File: src/csalu_pkg.sv
// Shared types and codes for the checked signed ALU.
package csalu_pkg;

  localparam int unsigned DATA_W = 64;
  localparam int unsigned WIDTH_DEF = 64;

  typedef enum logic [2:0] {
    ACT_ADD = 3'd0,
    ACT_SUB = 3'd1,
    ACT_MUL = 3'd2,
    ACT_DIV = 3'd3,
    ACT_REM = 3'd4
  } action_t;

  typedef enum logic [1:0] {
    ST_OK   = 2'd0,
    ST_OVF  = 2'd1,
    ST_DIV0 = 2'd2
  } status_t;

  // Control word that travels down the chain next to the data.
  typedef struct packed {
    logic       vld;
    logic [2:0] act;
    logic       neg_a;
    logic       neg_q;
    logic       fast_ovf;
    logic       div0;
  } ctl_t;

endpackage

File: src/csalu_cell.sv
// One stage of the chain: one step of the shift-add multiply and of the
// restoring divide, applied to the beat held in this cell.
module csalu_cell #(
  parameter int unsigned WIDTH = csalu_pkg::WIDTH_DEF
) (
  input  logic                   clk,
  input  logic                   rst_n,
  input  csalu_pkg::ctl_t        ctl_in,
  input  logic [WIDTH-1:0]       acc_in,
  input  logic [WIDTH-1:0]       mq_in,
  input  logic [WIDTH-1:0]       mb_in,
  input  logic [WIDTH-1:0]       fast_in,
  output csalu_pkg::ctl_t        ctl_out,
  output logic [WIDTH-1:0]       acc_out,
  output logic [WIDTH-1:0]       mq_out,
  output logic [WIDTH-1:0]       mb_out,
  output logic [WIDTH-1:0]       fast_out
);
  import csalu_pkg::*;

  ctl_t             ctl_r;
  logic [WIDTH-1:0] acc_r, mq_r, mb_r, fast_r;
  logic [WIDTH-1:0] acc_nxt, mq_nxt;
  logic [WIDTH:0]   sum, trial;

  // Multiply consumes one multiplier bit from the bottom of mq; the product
  // shifts right through acc into mq. Divide shifts one dividend bit in.
  always_comb begin
    acc_nxt = acc_in;
    mq_nxt  = mq_in;
    sum     = {1'b0, acc_in} + (mq_in[0] ? {1'b0, mb_in} : '0);
    trial   = {acc_in, mq_in[WIDTH-1]} - {1'b0, mb_in};
    if (ctl_in.act == ACT_MUL) begin
      acc_nxt = sum[WIDTH:1];
      mq_nxt  = {sum[0], mq_in[WIDTH-1:1]};
    end else if (ctl_in.act == ACT_DIV || ctl_in.act == ACT_REM) begin
      if (!trial[WIDTH]) begin
        acc_nxt = trial[WIDTH-1:0];
        mq_nxt  = {mq_in[WIDTH-2:0], 1'b1};
      end else begin
        acc_nxt = {acc_in[WIDTH-2:0], mq_in[WIDTH-1]};
        mq_nxt  = {mq_in[WIDTH-2:0], 1'b0};
      end
    end
  end

  always_ff @(posedge clk) begin
    if (!rst_n) begin
      ctl_r <= '0;
    end else begin
      ctl_r <= ctl_in;
    end
    acc_r  <= acc_nxt;
    mq_r   <= mq_nxt;
    mb_r   <= mb_in;
    fast_r <= fast_in;
  end

  assign ctl_out  = ctl_r;
  assign acc_out  = acc_r;
  assign mq_out   = mq_r;
  assign mb_out   = mb_r;
  assign fast_out = fast_r;

endmodule

File: config.mk
export PLATFORM = sky130hd
export DESIGN_NAME = csalu_cell
export DESIGN_NICKNAME = d
export VERILOG_FILES = /design/src/csalu_pkg.sv /design/src/csalu_cell.sv
export SDC_FILE = /design/constraint.sdc
export NUM_CORES = 1
export LEC_CHECK = 0
export ABC_AREA = 1
export BUFFER_PORTS_ARGS = -buffer_cell sky130_fd_sc_hd__buf_2
export CORE_AREA = 2 2 206 208
export CTS_CLUSTER_SIZE = 14
export DETAILED_ROUTE_END_ITERATION = 10
export DIE_AREA = 0 0 208 210
export PLACE_DENSITY_LB_ADDON = 0.05
export SETUP_SLACK_MARGIN = 0.05
export SLEW_MARGIN = 20
export SYNTH_ARGS = -nofsm -noshare
export SYNTH_HDL_FRONTEND = slang
export SYNTH_SLANG_ARGS = --single-unit
File: constraint.sdc
create_clock -name clk -period 8.8 [get_ports clk]
set_input_delay 1.76 -clock clk [delete_from_list [all_inputs] [get_ports clk]]
set_output_delay 1.76 -clock clk [all_outputs]
set_load 0.01 [all_outputs]
==> results by group <==
Floorplan
  • Row count: 75
  • I/O pins: 530
  • Die Y: roughly 210 um
  • Core area: 41500 sq um
  • Die Area: 43700 sq um
  • Initial Util: roughly 50%
  • Die W: about 210 um

Route
  • Iteration-0 DRC Markers: about 2200
  • Routed len/inst: 19.6 um
  • DRC viols: 0
  • Vias per inst: 5.20
  • DR vias: ~24000
  • Final wirelength: between 80000 and 90000 um
  • Pre-Repair DR Iteration Count: 6
  • Final ANT Viol Nets: 0

Clocking
  • Clock sinks: approximately 260
  • Clk slew on worst S/H paths: about 0.07 ns
  • Post-cts resize count: 0
  • Cts hold-fix bufs: 0
  • CTS buffer count: 30
  • CTS root buf: clkbuf_16
  • CTS tree: done
  • Htree depth: 1
  • Post-CTS Setup Inserts: 0
  • Clock tree buffer depth: 3

GRT
  • Vias in the first global route: 22100
  • Total track usage: 39.5%
  • First-pass GRT wire length: 131000 um
  • Initial antenna violation count: 6
  • Largest net degree at the start of global routing: around 150
  • Grt ovf: 0

Logic synthesis
  • Post-synth EDFFs: 0
  • Post-synth top area share: roughly 26%
  • Post-Synth Simple-Gate Area: 34.3%
  • Yosys top cell by area: dfxtp_1
  • Distinct cells, synth: 45
  • Ys async rst share: 0%
  • Synthesized instance count: 3532
  • Syn_nets: between 3000 and 4000
  • Synthesized-area fraction occupied by adder cells: under 10%
  • Synth Area in XOR/XNOR: about 2.2%
  • Synth cell count leaders: nand2_1 (1240), inv_1 (717), a21oi_1 (272)
  • Top-count cell post-synth: nand2_1
  • Avg Inst Size Synth: about 5.8 sq um
  • Post-synthesis sequential area ratio: 26.0%
  • Seq cells post-synth: 264
  • Synth Area in Compound Gates: between 10% and 20%
  • Post-synthesis cell area: between 20000 and 25000 sq um
  • Dominant synthesized flop cell: dfxtp_1
  • Area contributors post-synth: dfxtp_1 (26%), nand2_1 (23%), inv_1 (13%)
  • Largest family of logic cells by synthesized area: simple AND/OR/NAND/NOR gates
  • Post-synthesis mux area share: 0%
  • Synth warn: 0

Job
  • Max-Cap Viols: 0

Final layout
  • Layout cells sized above 1: between 10% and 20%
  • Nets: 4419
  • Layout Area Growth over Synthesis: 20.1%
  • Fin area: approximately 24000 sq um

Timing
  • Unrepaired setup endpoints after global routing: false
  • Fin crit share: between 50% and 60%
  • Final WS setup: approximately 4.1 ns
  • TNS Setup: 0 ns
  • Final Hold Viols: 0
  • Slew Viols, Final: 0
  • Max Clk Rate: 0.215 GHz
  • Slew at the pin closest to its max-slew limit: around 1.1 ns
  • Final Critical Period: between 4 and 5 ns
  • Slew Limit Headroom: 27.0%
  • # setup viols final: 0

Power and ir drop
  • Pleak: approximately 15 nW
  • Worst vdd ir: 0.162 mV
  • Pwr/cell area: about 170 nW/um^2

Worst hold path
  • WHS Endpoint: fast_out[25]
  • Hold WC Path Type: input port to register
  • Hold path start: fast_in[25]
  • Hold Crit Depth: 1

Setup path
  • CP startpoint: mq_in[0]
  • Critical path endpoint category: register
  • Crit-path max FO: 66
  • Required time worst endpoint: about 9.4 ns
  • Setup CP Type: input port to register
  • Data arrival time of the critical path: between 5 and 6 ns
  • CP Launch Type: input port

Status
  • Result of the run: complete, no violations

Placed design
  • Area post-placement: roughly 23000 sq um
  • Dpl ws: 3.70 ns
  • Gpl congestion: slightly above 1
  • DP HPWL: roughly 74000 um
  • I/O Buffers: 529
-- through the flow --
step	utilization (%)	instances	hold slack (ns)	power, mW
2_1_floorplan	-	3532	1.79	2.17
3_3_place_gp	56.4	4530	1.86	2.70
3_5_place_dp	56.4	4530	1.86	2.70
4_1_cts	58.9	4584	1.23	4.04
5_1_grt	58.9	4584	1.23	4.25
6_report	58.9	4586	1.24	4.06
-- how the worst max path moves through the flow --
stage,end,slack [ns],cells after the start
after CTS,acc_out[44],4.34,18
after global routing,acc_out[44],3.93,18
after global placement,acc_out[44],3.65,18
after detailed placement,acc_out[44],3.70,17
after floorplan,acc_out[45],4.68,17
final,acc_out[44],4.14,18
-- routing by layer --
| layer | vias to the layer above | routed length, um | part of all wire [%] | GRT usage [%] |
|---|---|---|---|---|
| met4 | 4 | 5880 | 6.5 | 23.0 |
| met1 | 10500 | 35400 | 39 | 48.0 |
| met5 | - | 22 | 0.024 | 0 |
| met3 | 280 | 8100 | 9.0 | 6.94 |
| met2 | 1220 | 40500 | 45 | 66.0 |
| li1 | 11800 | - | - | - |
-- cell families (layout without fill, tap and decap cells) --
kind of cell               count (synthesis)  count (layout)
adders and majority gates                130             130
buffers and inverters                    811            1324
and+or+nand+nor                         1739            1739
AOI/OAI and AO/OA                        538             538
DFF                                      264             264
other                                      0               2
xor gates and xnor gates                  50              50
-- critical path, stage by stage --
cell and delay [ns]:
buf_2 0.07, buf_4 0.62, nand2_1 0.12, inv_1 0.10, ha_1 0.29, a21oi_1 0.15
nand2_1 0.12, a21oi_1 0.38, o21ai_0 0.26, a21oi_1 0.35, inv_1 0.21, nand2_1 0.11
nand2_1 0.08, nand2_1 0.12, nand2_1 0.06, nand2_1 0.09, nand3_1 0.11, nand2_1 0.12
-- layout by cell type (no fill, tap or decap), drive strengths merged --
cell type  count
a2111oi        1
a21boi         5
a21o          16
a21oi        276
a31oi         11
and2           2
and3           1
buf          535
bufinv         3
clkbuf        38
clkinv         6
clkinvlp       1
dfxtp        264
diode          2
fa             2
ha           128
inv          741
nand2       1255
nand3        137
nand3b        10
nand4         24
nor2         270
nor3          27
nor4           8
o2111ai        4
o211ai        13
o21a           4
o21ai        186
o21bai        21
o22ai          1
or2            5
xnor2         26
xor2          24
-- where the power goes --
part	internal, mW	switching (mW)
clock network	0.767	0.586
registers	1.31	0.0450
logic	0.435	0.917
total	2.51	1.55
-- registers in the layout, indices dropped and copies added, names as in the netlist --
| register | cells |
|---|---|
| mq_out | 64 |
| acc_out | 64 |
| ctl_out | 8 |
| fast_out | 64 |
| mb_out | 64 |
-- final cells by class --
cell class                      count  area (sq um)
Fill cell                        4373         17000
Antenna cell                        2          5.00
Sequential cell                   264          5290
Clock buffer                       38           831
Multi-Input combinational cell   2457         12000
Clock inverter                     16           216
Timing Repair Buffer              535          2690
Inverter                          735          2770
Tap cell                          539           674
Power figures use the tool's default switching activity.
